File: src/hdl/bsp_pkg.sv
// Shared types, codes and helpers for the bencode stream parser.
// No dependencies; every other file uses it by scoped names.
package bsp_pkg;

	localparam int STACK_DEPTH_DEF = 32;

	localparam int TDATA_W = 104;
	localparam int TUSER_W = 7;

	localparam int Q_DEPTH = 2;
	localparam int Q_PTR_W = 1;
	localparam int Q_CNT_W = 2;

	localparam logic REG_MAX_STR_LEN = 1'b0;
	localparam logic [15:0] MAX_STR_LEN_RST = 16'd256;

	localparam logic [7:0] CH_I     = 8'h69;
	localparam logic [7:0] CH_L     = 8'h6c;
	localparam logic [7:0] CH_D     = 8'h64;
	localparam logic [7:0] CH_E     = 8'h65;
	localparam logic [7:0] CH_COLON = 8'h3a;
	localparam logic [7:0] CH_MINUS = 8'h2d;
	localparam logic [7:0] CH_ZERO  = 8'h30;
	localparam logic [7:0] CH_NINE  = 8'h39;

	localparam logic [63:0] INT_LIM = 64'd922337203685477580;
	localparam logic [20:0] LEN_SAT = 21'h10000;

	localparam logic [1:0] MARK_LIST = 2'd1;
	localparam logic [1:0] MARK_KEY  = 2'd2;
	localparam logic [1:0] MARK_VAL  = 2'd3;

	localparam logic [2:0] PH_IDLE     = 3'd0;
	localparam logic [2:0] PH_INT_OPEN = 3'd1;
	localparam logic [2:0] PH_INT_SIGN = 3'd2;
	localparam logic [2:0] PH_INT_DIG  = 3'd3;
	localparam logic [2:0] PH_STR_LEN  = 3'd4;
	localparam logic [2:0] PH_STR_BODY = 3'd5;

	localparam logic [3:0] EV_NONE       = 4'd0;
	localparam logic [3:0] EV_DICT_START = 4'd1;
	localparam logic [3:0] EV_LIST_START = 4'd2;
	localparam logic [3:0] EV_KEY        = 4'd3;
	localparam logic [3:0] EV_DICT_VAL   = 4'd4;
	localparam logic [3:0] EV_LIST_ELT   = 4'd5;
	localparam logic [3:0] EV_TOP_VAL    = 4'd6;
	localparam logic [3:0] EV_LIST_END   = 4'd7;
	localparam logic [3:0] EV_DICT_END   = 4'd8;
	localparam logic [3:0] EV_STR_BYTE   = 4'd9;
	localparam logic [3:0] EV_OK         = 4'd10;
	localparam logic [3:0] EV_ERROR      = 4'd11;

	localparam logic [2:0] KIND_NONE   = 3'd0;
	localparam logic [2:0] KIND_INT    = 3'd1;
	localparam logic [2:0] KIND_STRING = 3'd2;
	localparam logic [2:0] KIND_LIST   = 3'd3;
	localparam logic [2:0] KIND_DICT   = 3'd4;

	localparam logic [2:0] ERR_NONE      = 3'd0;
	localparam logic [2:0] ERR_BAD_CHAR  = 3'd1;
	localparam logic [2:0] ERR_OVERFLOW  = 3'd2;
	localparam logic [2:0] ERR_TOO_LONG  = 3'd3;
	localparam logic [2:0] ERR_TOO_DEEP  = 3'd4;
	localparam logic [2:0] ERR_SYNTAX    = 3'd5;
	localparam logic [2:0] ERR_UNCLOSED  = 3'd6;
	localparam logic [2:0] ERR_TRUNCATED = 3'd7;

	localparam logic [1:0] STK_HOLD = 2'd0;
	localparam logic [1:0] STK_PUSH = 2'd1;
	localparam logic [1:0] STK_POP  = 2'd2;
	localparam logic [1:0] STK_SET  = 2'd3;

	localparam logic [1:0] CELL_HOLD  = 2'd0;
	localparam logic [1:0] CELL_ABOVE = 2'd1;
	localparam logic [1:0] CELL_BELOW = 2'd2;

	typedef struct packed {
		logic [3:0]        event_res;
		logic [2:0]        value_kind;
		logic signed [63:0] int_value;
		logic [15:0]       string_length;
		logic [7:0]        body_byte;
		logic [2:0]        error_code;
		logic [5:0]        nest_depth;
		logic              last_of_run;
	} res_t;

	typedef struct packed {
		logic [1:0]       n;
		res_t [2:0]       slot;
	} bundle_t;

	function automatic res_t mk_res(input logic [3:0] ev, input logic [2:0] kind,
			input logic [63:0] ival, input logic [15:0] slen, input logic [7:0] bb,
			input logic [5:0] depth);
		res_t r;
		r.event_res     = ev;
		r.value_kind    = kind;
		r.int_value     = ival;
		r.string_length = slen;
		r.body_byte     = bb;
		r.error_code    = ERR_NONE;
		r.nest_depth    = depth;
		r.last_of_run   = 1'b0;
		return r;
	endfunction

	function automatic res_t mk_err(input logic [2:0] code, input logic [5:0] depth);
		res_t r;
		r            = mk_res(EV_ERROR, KIND_NONE, 64'd0, 16'd0, 8'd0, depth);
		r.error_code = code;
		return r;
	endfunction

endpackage

File: src/hdl/bsp_stack_cell.sv
// One cell of the shifting nesting stack: holds a single 2-bit mark.
// Depends on bsp_pkg for the cell operation codes.
module bsp_stack_cell (
	input  logic       clk,
	input  logic [1:0] op,
	input  logic [1:0] from_above,
	input  logic [1:0] from_below,
	output logic [1:0] mark_q
);

	always_ff @(posedge clk) begin
		case (op)
			bsp_pkg::CELL_ABOVE: mark_q <= from_above;
			bsp_pkg::CELL_BELOW: mark_q <= from_below;
			default:             mark_q <= mark_q;
		endcase
	end

endmodule

File: src/hdl/bsp_out_queue.sv
// Result queue: holds result bundles of one byte each and hands out one result per item.
// Depends on bsp_pkg for the bundle and result types.
module bsp_out_queue (
	input  logic             clk,
	input  logic             arst_n,
	input  logic             push,
	input  bsp_pkg::bundle_t bundle_in,
	output logic             space,
	output logic             out_valid,
	input  logic             out_ready,
	output bsp_pkg::res_t    out_res
);

	bsp_pkg::bundle_t                entry_q [bsp_pkg::Q_DEPTH];
	logic [bsp_pkg::Q_PTR_W-1:0]     wr_q;
	logic [bsp_pkg::Q_PTR_W-1:0]     rd_q;
	logic [bsp_pkg::Q_CNT_W-1:0]     fill_q;
	logic [1:0]                      sub_q;
	bsp_pkg::bundle_t                head;
	logic                            pop_item;
	logic                            pop_bundle;

	assign head       = entry_q[rd_q];
	assign out_valid  = (fill_q != '0);
	assign out_res    = head.slot[sub_q];
	assign space      = (fill_q != bsp_pkg::Q_CNT_W'(bsp_pkg::Q_DEPTH));
	assign pop_item   = out_valid && out_ready;
	assign pop_bundle = pop_item && (sub_q == 2'(head.n - 2'd1));

	always_ff @(posedge clk) begin
		if (push) begin
			entry_q[wr_q] <= bundle_in;
		end
	end

	always_ff @(posedge clk or negedge arst_n) begin
		if (!arst_n) begin
			wr_q   <= '0;
			rd_q   <= '0;
			fill_q <= '0;
			sub_q  <= '0;
		end else begin
			if (push) begin
				wr_q <= wr_q + 1'b1;
			end
			if (pop_bundle) begin
				rd_q  <= rd_q + 1'b1;
				sub_q <= '0;
			end else if (pop_item) begin
				sub_q <= sub_q + 2'd1;
			end
			if (push && !pop_bundle) begin
				fill_q <= fill_q + 1'b1;
			end else if (!push && pop_bundle) begin
				fill_q <= fill_q - 1'b1;
			end
		end
	end

endmodule

File: src/hdl/bencode_stream_parser.sv
// Bencode stream parser top level: lexer, nesting stack of cells, result queue, APB register.
// Depends on bsp_pkg, bsp_stack_cell and bsp_out_queue.
//
// Usage: one message byte per input item on s_tvalid/s_tready/s_tdata, s_tlast set on
// the final byte of a message. Each byte yields zero to three result items on the
// m_ channel; m_tlast marks the last result of a byte. Results carry the event code
// and value kind in m_tuser and the value, length, body byte, error code and depth
// in m_tdata.
// Throughput: one byte per cycle while the receiver takes one result per cycle; a
// byte that yields n results holds the output until all n are taken. Each byte's results
// are registered into the result queue on acceptance, behind any results still held. The
// lexer updates its state in the accept cycle, so nothing limits input rate but the
// two-bundle result queue; s_tready drops only when that queue is full.
// The nesting stack is a row of STACK_DEPTH cells that shift on push and pop.
// After an error, bytes are swallowed without results up to and including the final byte.
// Reset: lexer idle, stack empty, max_string_length 256, queue empty. A stalled
// receiver holds the current result; input is still taken until the queue fills.
module bencode_stream_parser #(
	parameter int STACK_DEPTH = bsp_pkg::STACK_DEPTH_DEF
) (
	input  logic                        clk,
	input  logic                        arst_n,
	input  logic                        s_tvalid,
	output logic                        s_tready,
	input  logic [7:0]                  s_tdata,   // data_byte
	input  logic                        s_tlast,
	output logic                        m_tvalid,
	input  logic                        m_tready,
	// int_value[63:0], string_length[79:64], body_byte[87:80], error_code[90:88],
	// nest_depth[96:91], zero fill above
	output logic [bsp_pkg::TDATA_W-1:0] m_tdata,
	output logic [bsp_pkg::TUSER_W-1:0] m_tuser,   // event_res[3:0], value_kind[6:4]
	output logic                        m_tlast,
	input  logic                        psel,
	input  logic                        penable,
	input  logic                        pwrite,
	input  logic [2:0]                  paddr,
	input  logic [31:0]                 pwdata,
	output logic [31:0]                 prdata,
	output logic                        pready
);

	localparam int CNT_W = $clog2(STACK_DEPTH + 1);

	function automatic logic [5:0] dep(input logic [CNT_W-1:0] c);
		return 6'(32'(c));
	endfunction

	logic [CNT_W-1:0] cnt_q, cnt_n, cc;
	logic [2:0]       ph_q, ph_n;
	logic [63:0]      acc_q, acc_n, acc_x10;
	logic             neg_q, neg_n;
	logic [16:0]      len_q, len_n;
	logic [20:0]      len_x10;
	logic [15:0]      body_q, body_n;
	logic             err_q, err_set;
	logic [15:0]      max_q;

	logic [1:0]       mark_q [STACK_DEPTH];
	logic [1:0]       cell_op [STACK_DEPTH];
	logic [1:0]       stk_op;
	logic [1:0]       new_top;
	logic [1:0]       top_mark, second_mark, ct;

	logic             accept, full, dig;
	logic [7:0]       b;
	logic [3:0]       d;

	logic             va, vb, vf;
	bsp_pkg::res_t    res_a, res_b, res_f, rc;
	logic             cmp_go, cmp_pop, cmp_second, cmp_str;
	logic [2:0]       cmp_kind;
	logic [63:0]      cmp_ival;
	logic [15:0]      cmp_slen;

	bsp_pkg::bundle_t bundle;
	logic             q_space;
	bsp_pkg::res_t    out_res;

	assign accept      = s_tvalid && s_tready;
	assign s_tready    = q_space;
	assign b           = s_tdata;
	assign dig         = b inside {[bsp_pkg::CH_ZERO:bsp_pkg::CH_NINE]};
	assign d           = dig ? 4'(b - bsp_pkg::CH_ZERO) : 4'd0;
	assign full        = (cnt_q == CNT_W'(STACK_DEPTH));
	assign top_mark    = mark_q[0];
	assign second_mark = mark_q[1];
	assign acc_x10     = (acc_q << 3) + (acc_q << 1);
	assign len_x10     = (21'(len_q) << 3) + (21'(len_q) << 1) + 21'(d);

	always_comb begin
		ph_n       = ph_q;
		acc_n      = acc_q;
		neg_n      = neg_q;
		len_n      = len_q;
		body_n     = body_q;
		cnt_n      = cnt_q;
		err_set    = 1'b0;
		stk_op     = bsp_pkg::STK_HOLD;
		new_top    = top_mark;
		va         = 1'b0;
		vb         = 1'b0;
		vf         = 1'b0;
		res_a      = '0;
		res_b      = '0;
		res_f      = '0;
		rc         = '0;
		cc         = cnt_q;
		ct         = top_mark;
		cmp_go     = 1'b0;
		cmp_pop    = 1'b0;
		cmp_second = 1'b0;
		cmp_str    = 1'b0;
		cmp_kind   = bsp_pkg::KIND_NONE;
		cmp_ival   = '0;
		cmp_slen   = '0;
		if (!err_q) begin
			case (ph_q)
				bsp_pkg::PH_IDLE: begin
					if (b == bsp_pkg::CH_I) begin
						ph_n  = bsp_pkg::PH_INT_OPEN;
						acc_n = '0;
						neg_n = 1'b0;
					end else if (dig) begin
						ph_n  = bsp_pkg::PH_STR_LEN;
						len_n = 17'(d);
					end else if (b == bsp_pkg::CH_L || b == bsp_pkg::CH_D) begin
						if (full) begin
							va      = 1'b1;
							res_a   = bsp_pkg::mk_err(bsp_pkg::ERR_TOO_DEEP, dep(cnt_q));
							err_set = 1'b1;
						end else begin
							stk_op  = bsp_pkg::STK_PUSH;
							new_top = (b == bsp_pkg::CH_L) ? bsp_pkg::MARK_LIST
								: bsp_pkg::MARK_KEY;
							cnt_n   = cnt_q + 1'b1;
							va      = 1'b1;
							res_a   = bsp_pkg::mk_res(
								(b == bsp_pkg::CH_L) ? bsp_pkg::EV_LIST_START
									: bsp_pkg::EV_DICT_START,
								(b == bsp_pkg::CH_L) ? bsp_pkg::KIND_LIST
									: bsp_pkg::KIND_DICT,
								64'd0, 16'd0, 8'd0, dep(cnt_n));
						end
					end else if (b == bsp_pkg::CH_E) begin
						if (cnt_q == '0 || !(top_mark == bsp_pkg::MARK_LIST
								|| top_mark == bsp_pkg::MARK_KEY)) begin
							va      = 1'b1;
							res_a   = bsp_pkg::mk_err(bsp_pkg::ERR_SYNTAX, dep(cnt_q));
							err_set = 1'b1;
						end else begin
							stk_op     = bsp_pkg::STK_POP;
							cnt_n      = cnt_q - 1'b1;
							new_top    = second_mark;
							cmp_kind   = (top_mark == bsp_pkg::MARK_LIST)
								? bsp_pkg::KIND_LIST : bsp_pkg::KIND_DICT;
							va         = 1'b1;
							res_a      = bsp_pkg::mk_res(
								(top_mark == bsp_pkg::MARK_LIST) ? bsp_pkg::EV_LIST_END
									: bsp_pkg::EV_DICT_END,
								cmp_kind, 64'd0, 16'd0, 8'd0, dep(cnt_n));
							cmp_go     = 1'b1;
							cmp_pop    = 1'b1;
							cmp_second = 1'b1;
						end
					end else begin
						va      = 1'b1;
						res_a   = bsp_pkg::mk_err(bsp_pkg::ERR_SYNTAX, dep(cnt_q));
						err_set = 1'b1;
					end
				end
				bsp_pkg::PH_INT_OPEN, bsp_pkg::PH_INT_SIGN: begin
					if (ph_q == bsp_pkg::PH_INT_OPEN && b == bsp_pkg::CH_MINUS) begin
						neg_n = 1'b1;
						ph_n  = bsp_pkg::PH_INT_SIGN;
					end else if (dig) begin
						acc_n = 64'(d);
						ph_n  = bsp_pkg::PH_INT_DIG;
					end else begin
						va      = 1'b1;
						res_a   = bsp_pkg::mk_err(bsp_pkg::ERR_BAD_CHAR, dep(cnt_q));
						err_set = 1'b1;
					end
				end
				bsp_pkg::PH_INT_DIG: begin
					if (dig) begin
						if (acc_q > bsp_pkg::INT_LIM
								|| (acc_q == bsp_pkg::INT_LIM && d > 4'd7)) begin
							va      = 1'b1;
							res_a   = bsp_pkg::mk_err(bsp_pkg::ERR_OVERFLOW, dep(cnt_q));
							err_set = 1'b1;
						end else begin
							acc_n = acc_x10 + 64'(d);
						end
					end else if (b == bsp_pkg::CH_E) begin
						ph_n     = bsp_pkg::PH_IDLE;
						cmp_go   = 1'b1;
						cmp_kind = bsp_pkg::KIND_INT;
						cmp_ival = neg_q ? (64'd0 - acc_q) : acc_q;
					end else begin
						va      = 1'b1;
						res_a   = bsp_pkg::mk_err(bsp_pkg::ERR_BAD_CHAR, dep(cnt_q));
						err_set = 1'b1;
					end
				end
				bsp_pkg::PH_STR_LEN: begin
					if (dig) begin
						len_n = (len_x10 > bsp_pkg::LEN_SAT) ? 17'(bsp_pkg::LEN_SAT)
							: len_x10[16:0];
					end else if (b == bsp_pkg::CH_COLON) begin
						if (len_q > {1'b0, max_q}) begin
							va      = 1'b1;
							res_a   = bsp_pkg::mk_err(bsp_pkg::ERR_TOO_LONG, dep(cnt_q));
							err_set = 1'b1;
						end else if (len_q == '0) begin
							ph_n     = bsp_pkg::PH_IDLE;
							cmp_go   = 1'b1;
							cmp_str  = 1'b1;
							cmp_kind = bsp_pkg::KIND_STRING;
						end else begin
							body_n = len_q[15:0];
							ph_n   = bsp_pkg::PH_STR_BODY;
						end
					end else begin
						va      = 1'b1;
						res_a   = bsp_pkg::mk_err(bsp_pkg::ERR_BAD_CHAR, dep(cnt_q));
						err_set = 1'b1;
					end
				end
				bsp_pkg::PH_STR_BODY: begin
					va    = 1'b1;
					res_a = bsp_pkg::mk_res(bsp_pkg::EV_STR_BYTE, bsp_pkg::KIND_STRING,
						64'd0, 16'd0, b, dep(cnt_q));
					if (body_q != '0) begin
						body_n = body_q - 16'd1;
					end
					if (body_n == '0) begin
						ph_n       = bsp_pkg::PH_IDLE;
						cmp_go     = 1'b1;
						cmp_second = 1'b1;
						cmp_str    = 1'b1;
						cmp_kind   = bsp_pkg::KIND_STRING;
						cmp_slen   = len_q[15:0];
					end
				end
				default: begin
					ph_n    = bsp_pkg::PH_IDLE;
					va      = 1'b1;
					res_a   = bsp_pkg::mk_err(bsp_pkg::ERR_SYNTAX, dep(cnt_q));
					err_set = 1'b1;
				end
			endcase

			if (cmp_go) begin
				cc = cmp_pop ? (cnt_q - 1'b1) : cnt_q;
				ct = cmp_pop ? second_mark : top_mark;
				if (cmp_str && cc != '0 && ct == bsp_pkg::MARK_KEY) begin
					new_top = bsp_pkg::MARK_VAL;
					if (!cmp_pop) begin
						stk_op = bsp_pkg::STK_SET;
					end
					rc = bsp_pkg::mk_res(bsp_pkg::EV_KEY, bsp_pkg::KIND_STRING,
						64'd0, cmp_slen, 8'd0, dep(cc));
				end else if (cc == '0) begin
					rc = bsp_pkg::mk_res(bsp_pkg::EV_TOP_VAL, cmp_kind,
						cmp_ival, cmp_slen, 8'd0, dep(cc));
				end else if (ct == bsp_pkg::MARK_LIST) begin
					rc = bsp_pkg::mk_res(bsp_pkg::EV_LIST_ELT, cmp_kind,
						cmp_ival, cmp_slen, 8'd0, dep(cc));
				end else if (ct == bsp_pkg::MARK_VAL) begin
					new_top = bsp_pkg::MARK_KEY;
					if (!cmp_pop) begin
						stk_op = bsp_pkg::STK_SET;
					end
					rc = bsp_pkg::mk_res(bsp_pkg::EV_DICT_VAL, cmp_kind,
						cmp_ival, cmp_slen, 8'd0, dep(cc));
				end else begin
					rc      = bsp_pkg::mk_err(bsp_pkg::ERR_SYNTAX, dep(cc));
					err_set = 1'b1;
				end
				if (cmp_second) begin
					vb    = 1'b1;
					res_b = rc;
				end else begin
					va    = 1'b1;
					res_a = rc;
				end
			end

			if (s_tlast && !err_set) begin
				vf = 1'b1;
				if (ph_n != bsp_pkg::PH_IDLE) begin
					res_f = bsp_pkg::mk_err(bsp_pkg::ERR_TRUNCATED, dep(cnt_n));
				end else if (cnt_n != '0) begin
					res_f = bsp_pkg::mk_err(bsp_pkg::ERR_UNCLOSED, dep(cnt_n));
				end else begin
					res_f = bsp_pkg::mk_res(bsp_pkg::EV_OK, bsp_pkg::KIND_NONE,
						64'd0, 16'd0, 8'd0, 6'd0);
				end
			end
		end
	end

	always_comb begin
		bundle.n       = 2'({1'b0, va} + {1'b0, vb} + {1'b0, vf});
		bundle.slot[0] = va ? res_a : res_f;
		bundle.slot[1] = vb ? res_b : res_f;
		bundle.slot[2] = res_f;
		case (bundle.n)
			2'd1:    bundle.slot[0].last_of_run = 1'b1;
			2'd2:    bundle.slot[1].last_of_run = 1'b1;
			2'd3:    bundle.slot[2].last_of_run = 1'b1;
			default: bundle.slot[0].last_of_run = bundle.slot[0].last_of_run;
		endcase
	end

	always_ff @(posedge clk or negedge arst_n) begin
		if (!arst_n) begin
			ph_q   <= bsp_pkg::PH_IDLE;
			cnt_q  <= '0;
			acc_q  <= '0;
			neg_q  <= 1'b0;
			len_q  <= '0;
			body_q <= '0;
			err_q  <= 1'b0;
		end else if (accept) begin
			if (s_tlast) begin
				ph_q   <= bsp_pkg::PH_IDLE;
				cnt_q  <= '0;
				acc_q  <= '0;
				neg_q  <= 1'b0;
				len_q  <= '0;
				body_q <= '0;
				err_q  <= 1'b0;
			end else begin
				ph_q   <= ph_n;
				cnt_q  <= cnt_n;
				acc_q  <= acc_n;
				neg_q  <= neg_n;
				len_q  <= len_n;
				body_q <= body_n;
				err_q  <= err_q | err_set;
			end
		end
	end

	for (genvar i = 0; i < STACK_DEPTH; i++) begin : g_cell
		logic [1:0] above;
		logic [1:0] below;
		if (i == 0) begin : g_head
			assign above      = new_top;
			assign below      = mark_q[1];
			assign cell_op[i] = (accept && stk_op != bsp_pkg::STK_HOLD)
				? bsp_pkg::CELL_ABOVE : bsp_pkg::CELL_HOLD;
		end else begin : g_body
			assign above = mark_q[i-1];
			if (i == STACK_DEPTH - 1) begin : g_tail
				assign below = mark_q[i];
			end else begin : g_mid
				assign below = mark_q[i+1];
			end
			assign cell_op[i] = !accept ? bsp_pkg::CELL_HOLD
				: (stk_op == bsp_pkg::STK_PUSH) ? bsp_pkg::CELL_ABOVE
				: (stk_op == bsp_pkg::STK_POP) ? bsp_pkg::CELL_BELOW
				: bsp_pkg::CELL_HOLD;
		end
		bsp_stack_cell u_cell (
			.clk        (clk),
			.op         (cell_op[i]),
			.from_above (above),
			.from_below (below),
			.mark_q     (mark_q[i])
		);
	end

	bsp_out_queue u_queue (
		.clk       (clk),
		.arst_n    (arst_n),
		.push      (accept && bundle.n != 2'd0),
		.bundle_in (bundle),
		.space     (q_space),
		.out_valid (m_tvalid),
		.out_ready (m_tready),
		.out_res   (out_res)
	);

	assign m_tdata = {7'd0, out_res.nest_depth, out_res.error_code, out_res.body_byte,
		out_res.string_length, out_res.int_value};
	assign m_tuser = {out_res.value_kind, out_res.event_res};
	assign m_tlast = out_res.last_of_run;

	assign pready = 1'b1;
	assign prdata = (paddr[2] == bsp_pkg::REG_MAX_STR_LEN) ? {16'd0, max_q} : 32'd0;

	always_ff @(posedge clk or negedge arst_n) begin
		if (!arst_n) begin
			max_q <= bsp_pkg::MAX_STR_LEN_RST;
		end else if (psel && penable && pwrite && pready
				&& paddr[2] == bsp_pkg::REG_MAX_STR_LEN) begin
			max_q <= pwdata[15:0];
		end
	end

endmodule

File: config.mk
export PLATFORM = sky130hd
export DESIGN_NAME = bencode_stream_parser
export DESIGN_NICKNAME = d
export VERILOG_FILES = /design/src/hdl/bsp_pkg.sv /design/src/hdl/bsp_stack_cell.sv /design/src/hdl/bsp_out_queue.sv /design/src/hdl/bencode_stream_parser.sv
export SDC_FILE = /design/constraint.sdc
export NUM_CORES = 1
export LEC_CHECK = 0
export ABC_AREA = 0
export BUFFER_PORTS_ARGS = -buffer_cell sky130_fd_sc_hd__buf_2
export CAP_MARGIN = 10
export CORE_ASPECT_RATIO = 1.1
export CORE_UTILIZATION = 55
export CTS_CLUSTER_SIZE = 12
export DETAILED_ROUTE_END_ITERATION = 8
export PLACE_DENSITY_LB_ADDON = 0.25
export SLEW_MARGIN = 20
export SYNTH_ARGS = -nofsm -noshare
export SYNTH_HDL_FRONTEND = slang
export SYNTH_SLANG_ARGS = --single-unit
export TNS_END_PERCENT = 100
File: constraint.sdc
create_clock -name clk -period 16.95 [get_ports clk]
set_input_delay 1.695 -clock clk [delete_from_list [all_inputs] [get_ports clk]]
set_output_delay 1.695 -clock clk [all_outputs]
set_load 0.1 [all_outputs]
==> flow_results.org <==
** Route
- In this run, the number of DRC markers left after iteration 0 of detailed routing was 1572.
- Number of search-and-repair iterations in the first detailed-routing pass :: 5
- For this run, design rule violations remaining after detail routing come to 0.
- After detailed routing, the wire length on met1 is 32520 µm.
- Routed length on met3 :: 3452 µm
- Detailed-route via count :: 23753
- After detailed routing, the average wire length per cell comes to 19.59 µm.
- Once detail routing completed, the nets flagged for antenna violations numbered 0.
- After detailed routing, the total wire length is 79310 µm.
- Post-detailed-route via-to-cell ratio :: 5.868
- Signal routing reaches up to met4.
- Detailed routing placed a total of 40560 µm of wire on met2.

** Global route
- The via count of the first global-routing pass came to 24097.
- Summed over all layers, the global routing overflow is 0.
- Entering global routing, the biggest net connects 101 pins.
- Initial antenna violation count :: 0
- The first global-routing pass estimated 128000 µm of wire.
- In the global route stage, overall resource usage came out at 25.42%.

** Clock tree
- Post-CTS setup buffer count :: 0
- Clock transition time at the flip-flop clock pins of the worst setup and hold paths :: 60 ps
- TritonCTS built the clock tree.
- The number of clock buffers added by TritonCTS is 68.
- Level count of the clock H-tree :: 3
- Buffers inserted to repair hold after CTS numbered 0.
- The clock drives 622 sinks.
- Root cell of the clock tree :: sky130_fd_sc_hd__clkbuf_16
- In this run, post-CTS repair resized a total of 0 instances.
- The clock reaches the later pin of the worst-skew pair after 610 ps.
- Clk buf depth :: 3

** Yosys
- Post-synthesis cell type count :: 94
- Counting flops with a built-in enable in the synthesized netlist gives 492.
- Cell Area, Synth :: 0.03449 mm²
- Sequential cell area fraction in the yosys report :: 52.27%
- Yosys printed 0 warnings.
- After synthesis the netlist holds a flip-flop and latch count of 622.
- Each instance of the synthesized netlist takes up on average 11.85 µm².
- Among all flip-flop cells after synthesis, the most frequent one is sky130_fd_sc_hd__edfxtp_1.
- Of all flip-flops after synthesis, the portion carrying an async set or reset was 20.90%.
- Synthesis produced a netlist whose cell count is 2912.

** Layout
- Of the cells placed in the final design, the portion with a size suffix greater than 1 is 15.57%.
- Count of antenna diodes in the layout :: 0
- After the last flow step, the layout net total stands at 3404.
- The count of cells in the finished layout, fillers not included, comes to 4048.
- Counting the fill cells in the layout gives 4901.
- Summing all flip-flop and latch instances after layout gives 0.01804 mm².
- Relative to the synthesized area, the layout overhead comes to 11.96%.
- Summing all multi-input logic gate instances after layout gives 0.01608 mm².

** Run status
- The run finished with clean final reports.

** Floorplanning
- For this configuration, the core starts out at a cell density of 56.02%.
- After floorplanning, the core was divided into 95 placement rows.
- Horiz. Die Dim :: 240.8 µm
- The floorplan step defined a die boundary enclosing 0.06372 mm².
- Pin placement for this block handled 198 I/O pins.
- The total area inside the core boundary comes to 0.06157 mm².
- Die span in y :: 264.7 µm

** Critical path
- Max FO, Critical Path :: 76
- The critical path goes through buf_2, nor3b_1, and3_1, nor3_1, buf_4, a221o_1, a2111oi_2, nand2b_1, a41oi_1, a21o_1, buf_4, fa_1, a21oi_1, nor2b_4, buf_4, buf_4.
- Startpoint of the worst-slack reg-to-reg timing path :: cnt_q[0]$_DFFE_PN0P_
- Required time of the critical path :: 17170 ps
- Slowest library cell on the worst path :: sky130_fd_sc_hd__buf_4
- STA puts the critical path data arrival time at 8030 ps.
- STA classifies the critical path startpoint as an input pin.
- Worst Path Class, Setup :: input pin to register
- On the worst path, the slowest cell contributes a delay of 920 ps.
- Worst setup path start :: s_tdata[7]
- STA classifies the critical path endpoint as a register.
- Most prevalent standard cell on the critical path :: sky130_fd_sc_hd__buf_4

** Run
- Maxcap violations :: 0

** STA
- The final hold violation count was 0.
- Fin Clk Skew :: 22.34 ps
- The number of max-slew violations in the final report was 0.
- The final critical path takes up 46.06% of the cycle.
- For the pin with the worst max-slew slack, the measured transition is 1066 ps.
- Final setup slack of the worst path :: 9143 ps
- Setup-failing EPs final :: 0
- Measured against its own limit, the worst slew margin works out to 28.39%.
- Static timing analysis puts the maximum clock frequency at 128.1 MHz.
- Summed over all failing endpoints, the final setup total negative slack is 0 ps.
- Setup repair after global routing left no endpoint under its margin.
- For the finished layout, the period the worst path requires is 7807 ps.

** Placement
- Prior to clock tree synthesis, the placed netlist has a worst setup slack of 8655 ps.
- The congestion estimate from routability-driven global placement came to 0.9216.
- Half-perimeter wire length after placement :: 55380 µm
- Buffers placed on the I/O ports in this run total 155.
- After detailed placement, the design holds a cell count of 3923.

** Power and ir drop
- For this design the static power due to leakage is 15.74 nW.
- VDD sags by at most 0.0001720 V.
- Cell area power density :: 148.2 mW/mm²

** Worst hold path
- Class of the tightest hold or removal check :: register to register
- Source of the worst hold timing path :: g_cell[30].u_cell.mark_q[1]$_DFFE_PP_
power breakdown:
group | internal, mW | total, mW | switching, mW | leakage (nW)
sequential | 1.86 | 1.97 | 0.115 | 6.31
clock | 0.845 | 1.43 | 0.590 | 1.07
combinational | 0.503 | 2.31 | 1.81 | 8.37
total | 3.21 | 5.72 | 2.52 | 15.7
cells by family (layout without fill, tap and decap cells):
| family | Yosys count | count (layout) | share of synthesized area, % |
|---|---|---|---|
| AND/OR/NAND/NOR | 909 | 909 | 13.15 |
| flip-flops | 622 | 622 | 52.27 |
| AO/OA/AOI/OAI | 592 | 592 | 11.33 |
| buffers and inverters | 258 | 388 | 3.174 |
| multiplexers | 198 | 198 | 9.547 |
| adder cells (fa/ha/maj) | 184 | 184 | 6.783 |
| XOR/XNOR | 147 | 147 | 3.732 |
| other | 2 | 184 | 0.02177 |
worst paths after layout:
kind                                                          to  slack (ps)  cells past startpoint
max reg2reg                    u_queue.entry_q[0][141]$_DFFE_PP_        9650                     17
max                            u_queue.entry_q[0][141]$_DFFE_PP_        9140                     16
min reg2reg                g_cell[31].u_cell.mark_q[1]$_DFFE_PN_         460                      0
min                        g_cell[31].u_cell.mark_q[1]$_DFFE_PN_         460                      0
max in group asynchronous                      neg_q$_DFFE_PN0P_       14420                      2
min in group asynchronous                   cnt_q[5]$_DFFE_PN0P_        1090                      1
per-layer routing:
metal / GRT usage [%] / vias up
met5: 0 / -
met4: 10.62 / 0
met3: 3.134 / 167
met2: 43.71 / 613
met1: 32.40 / 11671
li1: - / 11302
metrics by stage:
stage	hold slack [ps]	total power, mW	area, µm²	util (%)
CTS	466.9	5.789	38620	62.72
floorplan	420.4	3.984	35180	-
finish	462.8	5.722	38620	62.72
global placement	434.9	4.321	36430	59.16
global route	492.3	5.930	38620	62.72
detailed placement	436.2	4.346	36430	59.16
worst max-delay path: cells and delay by family:
family,cells,cell delay (ps)
adders and majority gates,1,550
and+or+nand+nor,5,1890
AOI/OAI and AO/OA,5,1530
buffers and inverters,5,2210
registers in the layout (all words and copies together) (netlist names):
name and count:
acc_q 64, u_queue.sub_q 2, body_q 16, u_queue.fill_q 2, max_q 16, g_cell.u_cell.mark_q 64
neg_q 1, u_queue.entry_q 428, len_q 17, u_queue.rd_q 1, cnt_q 6, err_q 1
u_queue.wr_q 1, ph_q 3
cell usage in the layout, fill, tap and decap left out, types with 25 or more instances in the layout:
cell type / netlist / layout
sky130_fd_sc_hd__buf_2: 13 / 154
sky130_fd_sc_hd__nand4_1: 25 / 25
sky130_fd_sc_hd__o31ai_1: 57 / 57
sky130_fd_sc_hd__mux2_2: 78 / 78
sky130_fd_sc_hd__nor3_1: 51 / 51
sky130_fd_sc_hd__o21ai_0: 159 / 159
sky130_fd_sc_hd__mux4_2: 97 / 97
sky130_fd_sc_hd__nand3_1: 43 / 42
sky130_fd_sc_hd__edfxtp_1: 492 / 492
sky130_fd_sc_hd__nor2b_1: 104 / 103
sky130_fd_sc_hd__ha_1: 179 / 178
sky130_fd_sc_hd__nor4_1: 28 / 28
sky130_fd_sc_hd__clkbuf_1: 121 / 26
sky130_fd_sc_hd__xnor2_1: 62 / 62
sky130_fd_sc_hd__and2_1: 46 / 45
sky130_fd_sc_hd__nand2_1: 234 / 234
sky130_fd_sc_hd__dfrtp_1: 129 / 125
sky130_fd_sc_hd__conb_1: 2 / 184
sky130_fd_sc_hd__a21o_1: 41 / 41
sky130_fd_sc_hd__a21oi_1: 120 / 120
sky130_fd_sc_hd__nor2_1: 246 / 246
sky130_fd_sc_hd__xor2_1: 85 / 85
sky130_fd_sc_hd__clkbuf_16: 0 / 72
sky130_fd_sc_hd__inv_1: 84 / 83
synth_stat cells (12+ instances only):
cell type / number / area share, %
sky130_fd_sc_hd__a211oi_1: 17 / 0.37
sky130_fd_sc_hd__o22ai_1: 15 / 0.27
sky130_fd_sc_hd__a31oi_1: 19 / 0.34
sky130_fd_sc_hd__and2_1: 46 / 0.83
sky130_fd_sc_hd__o21a_1: 17 / 0.37
sky130_fd_sc_hd__or3_1: 20 / 0.36
sky130_fd_sc_hd__or4_1: 16 / 0.35
sky130_fd_sc_hd__buf_2: 13 / 0.19
sky130_fd_sc_hd__nor2_1: 246 / 2.7
sky130_fd_sc_hd__o211ai_1: 12 / 0.26
sky130_fd_sc_hd__a22o_1: 12 / 0.30
sky130_fd_sc_hd__buf_4: 25 / 0.54
sky130_fd_sc_hd__dfrtp_1: 129 / 9.4
sky130_fd_sc_hd__buf_1: 12 / 0.13
sky130_fd_sc_hd__mux2_2: 78 / 2.5
sky130_fd_sc_hd__nand3_1: 43 / 0.62
sky130_fd_sc_hd__o21ai_0: 159 / 2.3
sky130_fd_sc_hd__xnor2_1: 62 / 1.6
sky130_fd_sc_hd__xor2_1: 85 / 2.2
sky130_fd_sc_hd__a21oi_1: 120 / 1.7
sky130_fd_sc_hd__nand4_1: 25 / 0.45
sky130_fd_sc_hd__mux4_2: 97 / 6.3
sky130_fd_sc_hd__mux2i_1: 23 / 0.67
sky130_fd_sc_hd__nor2b_1: 104 / 1.9
sky130_fd_sc_hd__o41ai_1: 12 / 0.30
sky130_fd_sc_hd__inv_1: 84 / 0.91
sky130_fd_sc_hd__and3_1: 16 / 0.29
sky130_fd_sc_hd__a21o_1: 41 / 0.89
sky130_fd_sc_hd__nand2_1: 234 / 2.5
sky130_fd_sc_hd__nand2b_1: 24 / 0.44
sky130_fd_sc_hd__ha_1: 179 / 6.5
sky130_fd_sc_hd__nor3_1: 51 / 0.74
sky130_fd_sc_hd__nor4_1: 28 / 0.51
sky130_fd_sc_hd__or2_2: 12 / 0.22
sky130_fd_sc_hd__edfxtp_1: 492 / 43
sky130_fd_sc_hd__clkbuf_1: 121 / 1.3
sky130_fd_sc_hd__o31ai_1: 57 / 1.2
final cells by class:
class                   count  share of cell area, %
inverters                  84                 0.8164
well taps                 824                  2.670
repair buffers            179                  2.491
clock inverters            17                 0.3888
multi-input cells        2214                  41.64
flip-flops and latches    622                  46.72
clock buffers             108                  5.274
Note: power is estimated with default switching activity, not from simulation.
